$ cat config.mk
export PLATFORM = sky130hd
export DESIGN_NAME = temp_sensor_median_fusion
export DESIGN_NICKNAME = d
export VERILOG_FILES = /design/src/tsmf_pkg.sv /design/src/tsmf_front.sv /design/src/tsmf_fifo.sv /design/src/tsmf_back.sv /design/src/temp_sensor_median_fusion.sv
export SDC_FILE = /design/constraint.sdc
export NUM_CORES = 1
export LEC_CHECK = 0
export ABC_AREA = 0
export BUFFER_PORTS_ARGS = -buffer_cell sky130_fd_sc_hd__buf_2
export CORE_MARGIN = 4
export CORE_UTILIZATION = 55
export CTS_CLUSTER_SIZE = 40
export DETAILED_ROUTE_END_ITERATION = 10
export PLACE_DENSITY_LB_ADDON = 0.3
export SLEW_MARGIN = 20
export SYNTH_ARGS = -nofsm -noshare
export SYNTH_HDL_FRONTEND = slang
export SYNTH_SLANG_ARGS = --single-unit
$ cat constraint.sdc
create_clock -name clk -period 9.99 [get_ports clk]
set_input_delay 1.998 -clock clk [delete_from_list [all_inputs] [get_ports clk]]
set_output_delay 1.998 -clock clk [all_outputs]
set_load 0.01 [all_outputs]
$ cat src/tsmf_pkg.sv
// Shared types, constants and helpers for the median temperature fusion block.
// No dependencies; imported by every module of the block.
package tsmf_pkg;

    localparam int MAX_SENSORS_DEF = 8;
    localparam int QUEUE_DEPTH_DEF = 4;

    // Temperatures in sixteenths of a degree
    localparam logic signed [11:0] T_DISCONNECTED = -12'sd2032;
    localparam logic signed [11:0] T_GLITCH       = 12'sd1360;
    localparam logic signed [12:0] FUSED_NONE     = -13'sd4064;

    localparam logic signed [11:0] MAX_VALID_RST = 12'sd2000;
    localparam logic [11:0]        GLITCH_GAP_RST = 12'd160;
    localparam logic [11:0]        OUTLIER_BAND_RST = 12'd24;

    // Configuration register indexes
    localparam logic [1:0] CFG_MAX_VALID    = 2'd0;
    localparam logic [1:0] CFG_GLITCH_GAP   = 2'd1;
    localparam logic [1:0] CFG_OUTLIER_BAND = 2'd2;

    typedef enum logic [1:0] {
        STATUS_MEDIAN   = 2'd0,
        STATUS_MEAN     = 2'd1,
        STATUS_NO_VALID = 2'd2
    } status_t;

    typedef enum logic [1:0] {
        ST_LOAD,
        ST_FILTER,
        ST_COUNT,
        ST_RESULT
    } back_state_t;

    typedef struct packed {
        logic signed [11:0] max_valid_temp;
        logic [11:0]        glitch_gap;
        logic [11:0]        outlier_band;
    } cfg_t;

    // One classified reading on its way from front to back
    typedef struct packed {
        logic signed [11:0] value;
        logic               usable;
        logic               store_en;
        logic               last;
    } qent_t;

    typedef struct packed {
        logic signed [12:0] fused;
        status_t            status;
        logic [3:0]         valid_count;
        logic [3:0]         outlier_count;
    } result_t;

    function automatic logic [12:0] absdiff12(logic signed [11:0] a, logic signed [11:0] b);
        logic signed [12:0] d;
        d = 13'(a) - 13'(b);
        return d[12] ? 13'(-d) : 13'(d);
    endfunction

endpackage

$ cat src/tsmf_front.sv
// Input side: accepts readings, tracks the per-round load count and classifies each reading.
// Depends on tsmf_pkg.
module tsmf_front #(
    parameter int MAX_SENSORS = tsmf_pkg::MAX_SENSORS_DEF
) (
    input  logic          clk,
    input  logic          rst_n,
    input  logic          s_axis_tvalid,
    output logic          s_axis_tready,
    input  logic [15:0]   s_axis_tdata,   // [11:0] reading, zero fill above
    input  logic          s_axis_tuser,   // [0] reading_missing
    input  logic          s_axis_tlast,   // last_reading
    output logic          q_valid,
    input  logic          q_ready,
    output tsmf_pkg::qent_t q_data
);
    import tsmf_pkg::*;

    localparam int CW = $clog2(MAX_SENSORS + 1);

    logic [CW-1:0] cnt_reg, cnt_next;
    logic          store_en;
    logic          accept;
    logic signed [11:0] value;

    assign value         = s_axis_tdata[11:0];
    assign store_en      = (32'(cnt_reg) < 32'(MAX_SENSORS));
    assign s_axis_tready = q_ready;
    assign q_valid       = s_axis_tvalid;
    assign accept        = s_axis_tvalid && q_ready;

    always_comb
    begin
        q_data.value    = value;
        q_data.usable   = !s_axis_tuser && (value != T_DISCONNECTED);
        q_data.store_en = store_en;
        q_data.last     = s_axis_tlast;
    end

    always_comb
    begin
        cnt_next = cnt_reg;
        if (accept)
        begin
            if (s_axis_tlast)
                cnt_next = '0;
            else if (store_en)
                cnt_next = cnt_reg + CW'(1);
        end
    end

    always_ff @(posedge clk or negedge rst_n)
    begin
        if (!rst_n)
            cnt_reg <= '0;
        else
            cnt_reg <= cnt_next;
    end

endmodule

$ cat src/tsmf_fifo.sv
// Short queue of classified readings between front and back.
// Depends on tsmf_pkg for the entry type.
module tsmf_fifo #(
    parameter int DEPTH = tsmf_pkg::QUEUE_DEPTH_DEF
) (
    input  logic            clk,
    input  logic            rst_n,
    input  logic            push_valid,
    output logic            push_ready,
    input  tsmf_pkg::qent_t push_data,
    output logic            pop_valid,
    input  logic            pop_ready,
    output tsmf_pkg::qent_t pop_data
);
    import tsmf_pkg::*;

    localparam int PW = (DEPTH > 1) ? $clog2(DEPTH) : 1;
    localparam int NW = $clog2(DEPTH + 1);

    qent_t         mem [DEPTH];
    logic [PW-1:0] wr_ptr_reg, wr_ptr_next, rd_ptr_reg, rd_ptr_next;
    logic [NW-1:0] fill_reg, fill_next;
    logic          do_push, do_pop;

    assign push_ready = (32'(fill_reg) < 32'(DEPTH));
    assign pop_valid  = (fill_reg != '0);
    assign pop_data   = mem[rd_ptr_reg];
    assign do_push    = push_valid && push_ready;
    assign do_pop     = pop_valid && pop_ready;

    always_comb
    begin
        wr_ptr_next = wr_ptr_reg;
        rd_ptr_next = rd_ptr_reg;
        fill_next   = fill_reg;
        if (do_push)
            wr_ptr_next = (wr_ptr_reg == PW'(DEPTH - 1)) ? '0 : wr_ptr_reg + PW'(1);
        if (do_pop)
            rd_ptr_next = (rd_ptr_reg == PW'(DEPTH - 1)) ? '0 : rd_ptr_reg + PW'(1);
        if (do_push && !do_pop)
            fill_next = fill_reg + NW'(1);
        else if (do_pop && !do_push)
            fill_next = fill_reg - NW'(1);
    end

    always_ff @(posedge clk or negedge rst_n)
    begin
        if (!rst_n)
        begin
            wr_ptr_reg <= '0;
            rd_ptr_reg <= '0;
            fill_reg   <= '0;
        end
        else
        begin
            wr_ptr_reg <= wr_ptr_next;
            rd_ptr_reg <= rd_ptr_next;
            fill_reg   <= fill_next;
        end
    end

    always_ff @(posedge clk)
    begin
        if (do_push)
            mem[wr_ptr_reg] <= push_data;
    end

endmodule

$ cat src/tsmf_back.sv
// Evaluation side: stores a round, filters it one entry per cycle into an insertion-sorted
// array, counts outliers against the upper median and holds the result. Depends on tsmf_pkg.
module tsmf_back #(
    parameter int MAX_SENSORS = tsmf_pkg::MAX_SENSORS_DEF
) (
    input  logic            clk,
    input  logic            rst_n,
    input  tsmf_pkg::cfg_t  cfg,
    input  logic            q_valid,
    output logic            q_ready,
    input  tsmf_pkg::qent_t q_data,
    output logic            m_axis_tvalid,
    input  logic            m_axis_tready,
    output logic [23:0]     m_axis_tdata,  // [12:0] fused_temp, [16:13] valid_count,
                                           // [20:17] outlier_count, zero fill above
    output logic [1:0]      m_axis_tuser   // [1:0] status
);
    import tsmf_pkg::*;

    localparam int IW  = (MAX_SENSORS > 1) ? $clog2(MAX_SENSORS) : 1;
    localparam int CW  = $clog2(MAX_SENSORS + 1);
    localparam int NB1 = (MAX_SENSORS > 1) ? 1 : 0;  // neighbour of sensor 0

    back_state_t state_reg, state_next;

    logic [CW-1:0] cnt_reg, cnt_next;
    logic [CW-1:0] idx_reg, idx_next;
    logic [CW-1:0] nsurv_reg, nsurv_next;
    logic [CW-1:0] outl_reg, outl_next;

    logic signed [11:0] val_mem  [MAX_SENSORS];
    logic               use_mem  [MAX_SENSORS];
    logic signed [11:0] surv_reg [MAX_SENSORS];
    logic signed [11:0] surv_next [MAX_SENSORS];

    logic    out_valid_reg, out_valid_next;
    result_t out_reg;
    result_t result;
    logic    out_load;

    logic    pop, wr_en;
    logic    filter_done, count_done;
    logic signed [11:0] cur_val, nb_val, med, cur_surv;
    logic    cur_use, nb_use, nb_present, glitch_drop, survive, ins_en, outl_hit;
    logic [CW-1:0] med_idx;

    // ---------------- filter path ----------------
    assign cur_val    = val_mem[idx_reg[IW-1:0]];
    assign cur_use    = use_mem[idx_reg[IW-1:0]];
    assign nb_val     = (idx_reg == '0) ? val_mem[NB1] : val_mem[0];
    assign nb_use     = (idx_reg == '0) ? use_mem[NB1] : use_mem[0];
    assign nb_present = (idx_reg == '0) ? (32'(cnt_reg) > 32'd1) : 1'b1;
    assign glitch_drop = (cur_val == T_GLITCH) && nb_present && nb_use
                         && (absdiff12(cur_val, nb_val) > {1'b0, cfg.glitch_gap});
    assign survive     = cur_use && !glitch_drop && !(cur_val > cfg.max_valid_temp);
    assign filter_done = (idx_reg == cnt_reg);
    assign ins_en      = (state_reg == ST_FILTER) && !filter_done && survive;

    // Insertion into the sorted array: every slot decides for itself in parallel
    always_comb
    begin
        for (int k = 0; k < MAX_SENSORS; k++)
            surv_next[k] = surv_reg[k];
        if (ins_en)
        begin
            if ((nsurv_reg == '0) || (surv_reg[0] > cur_val))
                surv_next[0] = cur_val;
            for (int k = 1; k < MAX_SENSORS; k++)
            begin
                if ((32'(k) <= 32'(nsurv_reg))
                    && ((32'(k) == 32'(nsurv_reg)) || (surv_reg[k] > cur_val)))
                    surv_next[k] = (surv_reg[k-1] > cur_val) ? surv_reg[k-1] : cur_val;
            end
        end
    end

    // ---------------- outlier count path ----------------
    assign med_idx    = nsurv_reg >> 1;
    assign med        = surv_reg[med_idx[IW-1:0]];
    assign cur_surv   = surv_reg[idx_reg[IW-1:0]];
    assign outl_hit   = absdiff12(cur_surv, med) > {1'b0, cfg.outlier_band};
    assign count_done = (idx_reg == nsurv_reg);

    // ---------------- result ----------------
    always_comb
    begin
        result.valid_count   = (32'(nsurv_reg) > 32'd15) ? 4'd15 : 4'(nsurv_reg);
        result.outlier_count = 4'd0;
        if (nsurv_reg == '0)
        begin
            result.fused  = FUSED_NONE;
            result.status = STATUS_NO_VALID;
        end
        else if (32'(nsurv_reg) >= 32'd3)
        begin
            result.fused         = {med, 1'b0};
            result.status        = STATUS_MEDIAN;
            result.outlier_count = (32'(outl_reg) > 32'd15) ? 4'd15 : 4'(outl_reg);
        end
        else if (32'(nsurv_reg) == 32'd1)
        begin
            result.fused  = {surv_reg[0], 1'b0};
            result.status = STATUS_MEAN;
        end
        else
        begin
            result.fused  = 13'(surv_reg[0]) + 13'(surv_reg[NB1]);
            result.status = STATUS_MEAN;
        end
    end

    // ---------------- control ----------------
    always_comb
    begin
        state_next = state_reg;
        unique case (state_reg)
            ST_LOAD:
                if (q_valid && q_data.last)
                    state_next = ST_FILTER;
            ST_FILTER:
                if (filter_done)
                    state_next = ST_COUNT;
            ST_COUNT:
                if (count_done)
                    state_next = ST_RESULT;
            ST_RESULT:
                if (!out_valid_reg || m_axis_tready)
                    state_next = ST_LOAD;
            default:
                state_next = ST_LOAD;
        endcase
    end

    always_comb
    begin
        q_ready    = (state_reg == ST_LOAD);
        pop        = q_ready && q_valid;
        wr_en      = pop && q_data.store_en;
        out_load   = (state_reg == ST_RESULT) && (!out_valid_reg || m_axis_tready);
        cnt_next   = cnt_reg;
        idx_next   = idx_reg;
        nsurv_next = nsurv_reg;
        outl_next  = outl_reg;
        unique case (state_reg)
            ST_LOAD:
            begin
                if (wr_en)
                    cnt_next = cnt_reg + CW'(1);
                idx_next   = '0;
                nsurv_next = '0;
                outl_next  = '0;
            end
            ST_FILTER:
            begin
                if (filter_done)
                    idx_next = '0;
                else
                    idx_next = idx_reg + CW'(1);
                if (ins_en)
                    nsurv_next = nsurv_reg + CW'(1);
            end
            ST_COUNT:
            begin
                if (!count_done)
                begin
                    idx_next = idx_reg + CW'(1);
                    if (outl_hit)
                        outl_next = outl_reg + CW'(1);
                end
            end
            ST_RESULT:
            begin
                if (out_load)
                    cnt_next = '0;
            end
            default:
            begin
                cnt_next = '0;
            end
        endcase
        if (out_load)
            out_valid_next = 1'b1;
        else if (m_axis_tready)
            out_valid_next = 1'b0;
        else
            out_valid_next = out_valid_reg;
    end

    always_ff @(posedge clk or negedge rst_n)
    begin
        if (!rst_n)
        begin
            state_reg     <= ST_LOAD;
            cnt_reg       <= '0;
            idx_reg       <= '0;
            nsurv_reg     <= '0;
            outl_reg      <= '0;
            out_valid_reg <= 1'b0;
        end
        else
        begin
            state_reg     <= state_next;
            cnt_reg       <= cnt_next;
            idx_reg       <= idx_next;
            nsurv_reg     <= nsurv_next;
            outl_reg      <= outl_next;
            out_valid_reg <= out_valid_next;
        end
    end

    always_ff @(posedge clk)
    begin
        if (wr_en)
        begin
            val_mem[cnt_reg[IW-1:0]] <= q_data.value;
            use_mem[cnt_reg[IW-1:0]] <= q_data.usable;
        end
        for (int k = 0; k < MAX_SENSORS; k++)
            surv_reg[k] <= surv_next[k];
        if (out_load)
            out_reg <= result;
    end

    assign m_axis_tvalid = out_valid_reg;
    assign m_axis_tdata  = {3'b000, out_reg.outlier_count, out_reg.valid_count, out_reg.fused};
    assign m_axis_tuser  = out_reg.status;

endmodule

$ cat src/temp_sensor_median_fusion.sv
// Median temperature fusion, top level: configuration registers, front, queue and back.
// Depends on tsmf_pkg, tsmf_front, tsmf_fifo and tsmf_back.
//
// Usage: readings stream in on s_axis, one sensor per transfer, tdata[11:0] in 1/16 C,
// tuser the missing flag, tlast on the final reading of a round. Readings past
// MAX_SENSORS are dropped; tlast on one of them still closes the round. One result per
// round leaves on m_axis: tdata holds fused temperature (1/32 C), valid and outlier
// counts, tuser the status (median, mean, no valid).
// Configuration writes (cfg_valid/cfg_index/cfg_data) are always taken, cfg_ready being high, and
// are meant for idle periods between rounds.
// Flow: the front takes one reading per cycle while the queue has room. After tlast the
// back evaluates the round in order: one pass over the stored readings with one
// insertion-sort step each, one pass over the survivors for the outlier count, then
// the output register loads. The back takes no new reading while it evaluates, so
// the queue depth sets how far the next round can run ahead.
// A stalled receiver holds the result in the output register; the back waits for it.
// Reset empties the queue, clears the round and restores the register defaults.
module temp_sensor_median_fusion #(
    parameter int MAX_SENSORS = tsmf_pkg::MAX_SENSORS_DEF,
    parameter int QUEUE_DEPTH = tsmf_pkg::QUEUE_DEPTH_DEF
) (
    input  logic        clk,
    input  logic        rst_n,
    input  logic        s_axis_tvalid,
    output logic        s_axis_tready,
    input  logic [15:0] s_axis_tdata,   // [11:0] reading, zero fill above
    input  logic        s_axis_tuser,   // [0] reading_missing
    input  logic        s_axis_tlast,   // last_reading
    output logic        m_axis_tvalid,
    input  logic        m_axis_tready,
    output logic [23:0] m_axis_tdata,   // [12:0] fused_temp, [16:13] valid_count,
                                        // [20:17] outlier_count, zero fill above
    output logic [1:0]  m_axis_tuser,   // [1:0] status
    input  logic        cfg_valid,
    output logic        cfg_ready,
    input  logic [1:0]  cfg_index,
    input  logic [11:0] cfg_data
);
    import tsmf_pkg::*;

    cfg_t  cfg_reg, cfg_next;
    logic  q_in_valid, q_in_ready, q_out_valid, q_out_ready;
    qent_t q_in_data, q_out_data;

    assign cfg_ready = 1'b1;

    always_comb
    begin
        cfg_next = cfg_reg;
        if (cfg_valid)
        begin
            unique case (cfg_index)
                CFG_MAX_VALID:    cfg_next.max_valid_temp = cfg_data;
                CFG_GLITCH_GAP:   cfg_next.glitch_gap     = cfg_data;
                CFG_OUTLIER_BAND: cfg_next.outlier_band   = cfg_data;
                default:          cfg_next = cfg_reg;
            endcase
        end
    end

    always_ff @(posedge clk or negedge rst_n)
    begin
        if (!rst_n)
        begin
            cfg_reg.max_valid_temp <= MAX_VALID_RST;
            cfg_reg.glitch_gap     <= GLITCH_GAP_RST;
            cfg_reg.outlier_band   <= OUTLIER_BAND_RST;
        end
        else
        begin
            cfg_reg <= cfg_next;
        end
    end

    tsmf_front #(
        .MAX_SENSORS(MAX_SENSORS)
    ) u_front (
        .clk           (clk),
        .rst_n         (rst_n),
        .s_axis_tvalid (s_axis_tvalid),
        .s_axis_tready (s_axis_tready),
        .s_axis_tdata  (s_axis_tdata),
        .s_axis_tuser  (s_axis_tuser),
        .s_axis_tlast  (s_axis_tlast),
        .q_valid       (q_in_valid),
        .q_ready       (q_in_ready),
        .q_data        (q_in_data)
    );

    tsmf_fifo #(
        .DEPTH(QUEUE_DEPTH)
    ) u_queue (
        .clk        (clk),
        .rst_n      (rst_n),
        .push_valid (q_in_valid),
        .push_ready (q_in_ready),
        .push_data  (q_in_data),
        .pop_valid  (q_out_valid),
        .pop_ready  (q_out_ready),
        .pop_data   (q_out_data)
    );

    tsmf_back #(
        .MAX_SENSORS(MAX_SENSORS)
    ) u_back (
        .clk           (clk),
        .rst_n         (rst_n),
        .cfg           (cfg_reg),
        .q_valid       (q_out_valid),
        .q_ready       (q_out_ready),
        .q_data        (q_out_data),
        .m_axis_tvalid (m_axis_tvalid),
        .m_axis_tready (m_axis_tready),
        .m_axis_tdata  (m_axis_tdata),
        .m_axis_tuser  (m_axis_tuser)
    );

endmodule
======== After elaboration in Yosys (flattened, before gate mapping) ========
Memories as Yosys holds them, arrays and structs flattened.
Cells that the tools add are included.
word-level totals
  bits in registers ....................... 89
  RAM bits ................................ 260
  output and inout bits ................... 29
  logic and storage cells ................. 201
  memories kept ........................... 4
memory list
  name             words  bits a word  read ports  clocked after Yosys merged registers in  write ports  RTL line         source
  u_back.surv_reg  8      12           10          0                                        8            tsmf_back.sv:33  logic signed [11:0] surv_reg [MAX_SENSORS];
  u_back.val_mem   8      12           3           0                                        1            tsmf_back.sv:31  logic signed [11:0] val_mem [MAX_SENSORS];
  u_queue.mem      4      15           1           0                                        1            tsmf_fifo.sv:20  qent_t mem [DEPTH];
  u_back.use_mem   8      1            3           0                                        1            tsmf_back.sv:32  logic use_mem [MAX_SENSORS];
cells by class
  add/subtract/negate cells ............... 14
  magnitude comparators ................... 22
  equal/unequal tests ..................... 28
  muxes and demuxes ....................... 51
  bitwise operators ....................... 1
  reduce and logical (&&, ||, !) cells .... 62
operator list
  cell                    count
  $mux W12                16
  $gt A12 B12 Y1          9
  $mux W96                1
  $mux W4                 9
  $mux W15                2
  $gt A13 B12 Y1          2
  $mux W13                2
  $neg A13 Y13            2
  $sub A12 B12 Y13        2
  $pmux W4 S2             3
  $logic_and A1 B1 Y1     22
  $add A4 B1 Y4 const B   5
  $eq A3 B4 Y1 const A    4
  $le A3 B4 Y1 const A    4
  $ne A2 B1 Y1 const B    8
  $add A12 B12 Y13        1
  $eq A12 B12 Y1 const B  1
  $mux W2                 6
  $ne A12 B12 Y1 const B  1
  $pmux W4 S3             1
  $reduce_and A2 Y1       6
  $reduce_bool A2 Y1      6
  $eq A2 B2 Y1 const B    5
  $logic_or A1 B1 Y1      9
  other kinds (27)        51

======== Longest topological paths before layout ========
  depth after elaboration ................. 13
  gate-level depth with buffers ........... 29

======== By module ========
Synthesis repeated with hierarchy kept, for this count alone.
unflattened totals
  cells, all modules ...................... 1,684
  area total of the unflattened synthesis .. 21,331.7 um2
by module, submodules not included
  module                     instances  cells an instance  area each (um2)  sequential area each (um2)
  tsmf_back                  1          1,444              16,942.5         7,171.9
  tsmf_fifo                  1          118                2,633.8          1,976.9
  temp_sensor_median_fusion  1          80                 1,380.1          913.4
  tsmf_front                 1          42                 375.4            100.1

======== Worst setup path before layout ========
No wires, ideal clock.
  path type ............................... register to register
  from .................................... reg, netlist name u_back.idx_reg[0]
  to ...................................... mem u_back.surv_reg[5][0], enable pin
  library setup time ...................... 0.449 ns
  arrival ................................. 7.626 ns
  required time ........................... 9.541 ns
  path slack .............................. 1.915 ns
  cell stages (with the launch flop) ...... 25
  path buffers ............................ 6
  period minus slack after synthesis ...... 8.075 ns
  path through ............................ dfrtp_1 -> buf_6 -> buf_6 -> buf_2 -> buf_1 -> inv_1 -> ha_1 -> nor3b_2 -> clkbuf_1 -> mux2i_1 -> ha_1 -> or4b_2 -> a21oi_1 -> a21bo_2 -> and2_1 -> clkbuf_1 -> a21oi_1 -> xor2_1 -> ha_1 -> and4_1 -> a211oi_1 -> a311oi_1 -> nor3_1 -> nand2_2 -> a2111oi_0
RTL lines
  what       RTL line
  to (decl)  tsmf_back.sv:33

==> metrics <==
Layout area overhead 10.5%; min-delay src cfg_reg[13]; placed insts 2,256; worst reg-to-reg path cell count 19; die area 41,800 sq um; Worst Hold End cfg_reg[13]; Max-slew headroom 0.143; Antenna Cells 0; Root Buffer clkbuf_16; Clock Sinks 349; Row Count 71; Clock Skew 52.0 ps; Crit path max-delay family simple AND/OR/NAND/NOR gates; GR Overflow Total 0; startpoint types flop; GR Util All Layers 0.259; r2r setup slk 2190 ps; # nets final 2,018; vias in the first global route 14,598; CORE AREA 37,800 sq um; via/cell ratio 6.32; status finished clean; actual slew at the worst max-slew pin 1290 ps; cts hold-fix bufs 0; Setup WS pre-CTS 2310 ps; Worst R2R Start u_back.idx_reg[0]; TNS Setup 0 ps; First-pass DRT Iterations 6; Slowest cell on crit path nor2_1; Critical Path Max Stage Delay 910 ps; largest net degree at the start of global routing 67; Final Hold Vio Count 0; Slew Viols, Final 0; Post-synth EDFFs 283; Finished Layout Cells 2,329; # DRC 0; Setup CP Type reg -> reg; htree depth 2; Yosys warning count 0; final setup margin 2190 ps; RSZ-0062 raised after global routing no; Vias 14,730; max cap viols 0; per-cell routed wire length 23.3 um; worst path cell trace buf_4 -> mux4_1 -> mux2_2 -> ha_1 -> o21ai_1 -> a21o_1 -> a211oi_1 -> nor2b_1 -> nor2b_1 -> nor2b_1 -> a31oi_1 -> xnor2_1 -> ha_1 -> and4_1 -> a211oi_1 -> a311oi_1 -> nor3_1 -> nand2_2 -> nor2_1; post-synth top area share 0.400; setup violators final 0; initial core utilization 0.561; Worst-path clk slew 60 ps; Req. time, crit path 10,160 ps; HP Class reg -> reg; # IOs 66; cell taking the most area after synthesis edfxtp_1; Clock Tree Buf Depth 3; Die Width 205 um; Hold Crit Depth 1; post-synthesis sequential area ratio 0.478; Worst Path Max Fanout 30; first-pass GRT wire length 83,700 um; kind of end point of the critical path flop; share of layout cells above drive strength 1 0.187; antenna viol nets, final 0; ranking of synthesized cells by area edfxtp_1 (40%), ha_1 (11%), dfrtp_1 (6.6%), mux4_2 (6.6%), mux2_2 (5.1%); Commonest cells post-synth edfxtp_1 (283), ha_1 (190), nor2_1 (117); Yosys reg bits 349; number of port buffers 57; Synth Area per Inst 12.3 sq um; Peak Freq 0.128 GHz; Arr. time, crit path 7960 ps; CP Buf/Inv Count 1; DIE HEIGHT 205 um; min Tclk post-route 7800 ps; most frequent cell after synthesis edfxtp_1; Mapped Area 21,200 sq um; Final period util 0.781; async set-reset flop share out of synthesis 0.189; Synth Flop Type edfxtp_1; Crit Reg-Reg Endpoint u_back.surv_reg[2][8]; DR iter-0 viols 1,360; RD Place Congestion 0.934; worst hold slack 504 ps; post-DP HPWL 38,500 um; setup bufs post-CTS 0; Mapped Cells 1,720; synth unique cells 77; CTS tree built; worst skew pair latency 590 ps; cts bufs inserted 40; antenna violations before repair 1; CTS resizes 0; Worst path most repeated cell nor2b_1; drt total wl 54,400 um
## layer usage
metal | part of all wire | global-route usage | wire length [um]
met5 | 0 | 0 | 0
met4 | 0.039 | 0.101 | 2120
met3 | 0.064 | 0.0364 | 3470
met2 | 0.50 | 0.445 | 27000
met1 | 0.40 | 0.335 | 21700
## placed cells by master (no fill, tap or decap), types with 7 or more instances in the layout
cell type,instances
a21o_1,14
o21a_1,20
o22ai_1,11
nand2b_1,28
edfxtp_1,283
mux2_2,96
a31oi_1,22
nor3_1,33
ha_1,190
buf_2,57
a21oi_1,98
dfstp_2,10
dfrtp_1,53
mux2i_1,33
a221oi_1,14
nand4_1,17
and3_1,9
clkbuf_1,8
nor2_1,117
buf_4,28
nand2_1,90
o2111ai_1,7
xnor2_1,26
nor2b_1,24
nand3_1,35
mux4_2,62
o31ai_1,9
and2_1,14
clkbuf_16,40
nor4_1,7
mux4_1,15
xor2_1,26
o21ai_0,83
a211oi_1,11
inv_1,98
## layout make-up
class | count | area (sq um)
multi-input cells | 1213 | 10400
fillers | 2914 | 14400
inverters | 98 | 368
flip-flops and latches | 349 | 10200
well taps | 511 | 639
clock inverters | 19 | 285
clock buffers | 54 | 1110
repair buffers | 85 | 495
## worst reg2reg max path, stage by stage (launching register included)
cell and delay, ps:
dfrtp_4 760, buf_4 610, mux4_1 670, mux2_2 460
ha_1 410, o21ai_1 110, a21o_1 170, a211oi_1 440
nor2b_1 260, nor2b_1 190, nor2b_1 280, a31oi_1 140
xnor2_1 160, ha_1 290, and4_1 220, a211oi_1 240
a311oi_1 160, nor3_1 490, nand2_2 400, nor2_1 910
## through the flow
| step | cell area, sq um | util |
|---|---|---|
| global route | 23500 | 0.620 |
| CTS | 23500 | 0.620 |
| detailed placement | 22100 | 0.583 |
| finish | 23500 | 0.620 |
| global placement | 22100 | 0.583 |
| floorplan | 21200 | - |
## worst max-delay path by stage
stage / cells past startpoint / from / end / slack [ps]
floorplan: 24 / u_back.idx_reg[0] / u_back.surv_reg[5][0] / 1920
global placement: 19 / u_back.idx_reg[0] / u_back.surv_reg[2][9] / 2460
detailed placement: 19 / u_back.idx_reg[0] / u_back.surv_reg[2][9] / 2310
CTS: 19 / u_back.idx_reg[0] / u_back.surv_reg[2][8] / 2220
global route: 19 / u_back.idx_reg[0] / u_back.surv_reg[2][9] / 1680
finish: 19 / u_back.idx_reg[0] / u_back.surv_reg[2][8] / 2190
## logic make-up after synthesis
logic type | Yosys count | share of synthesized area
buf+inv | 160 | 0.0328
xor+xnor | 52 | 0.0214
mux | 208 | 0.152
other cells | 2 | 0.000354
simple gates | 414 | 0.0975
flops | 349 | 0.478
fa+ha+maj | 194 | 0.116
compound gates | 341 | 0.102
Power is left out: the tool's default activity adds up to more than one toggle a clock period on the data nets, which glitch-free logic cannot reach.
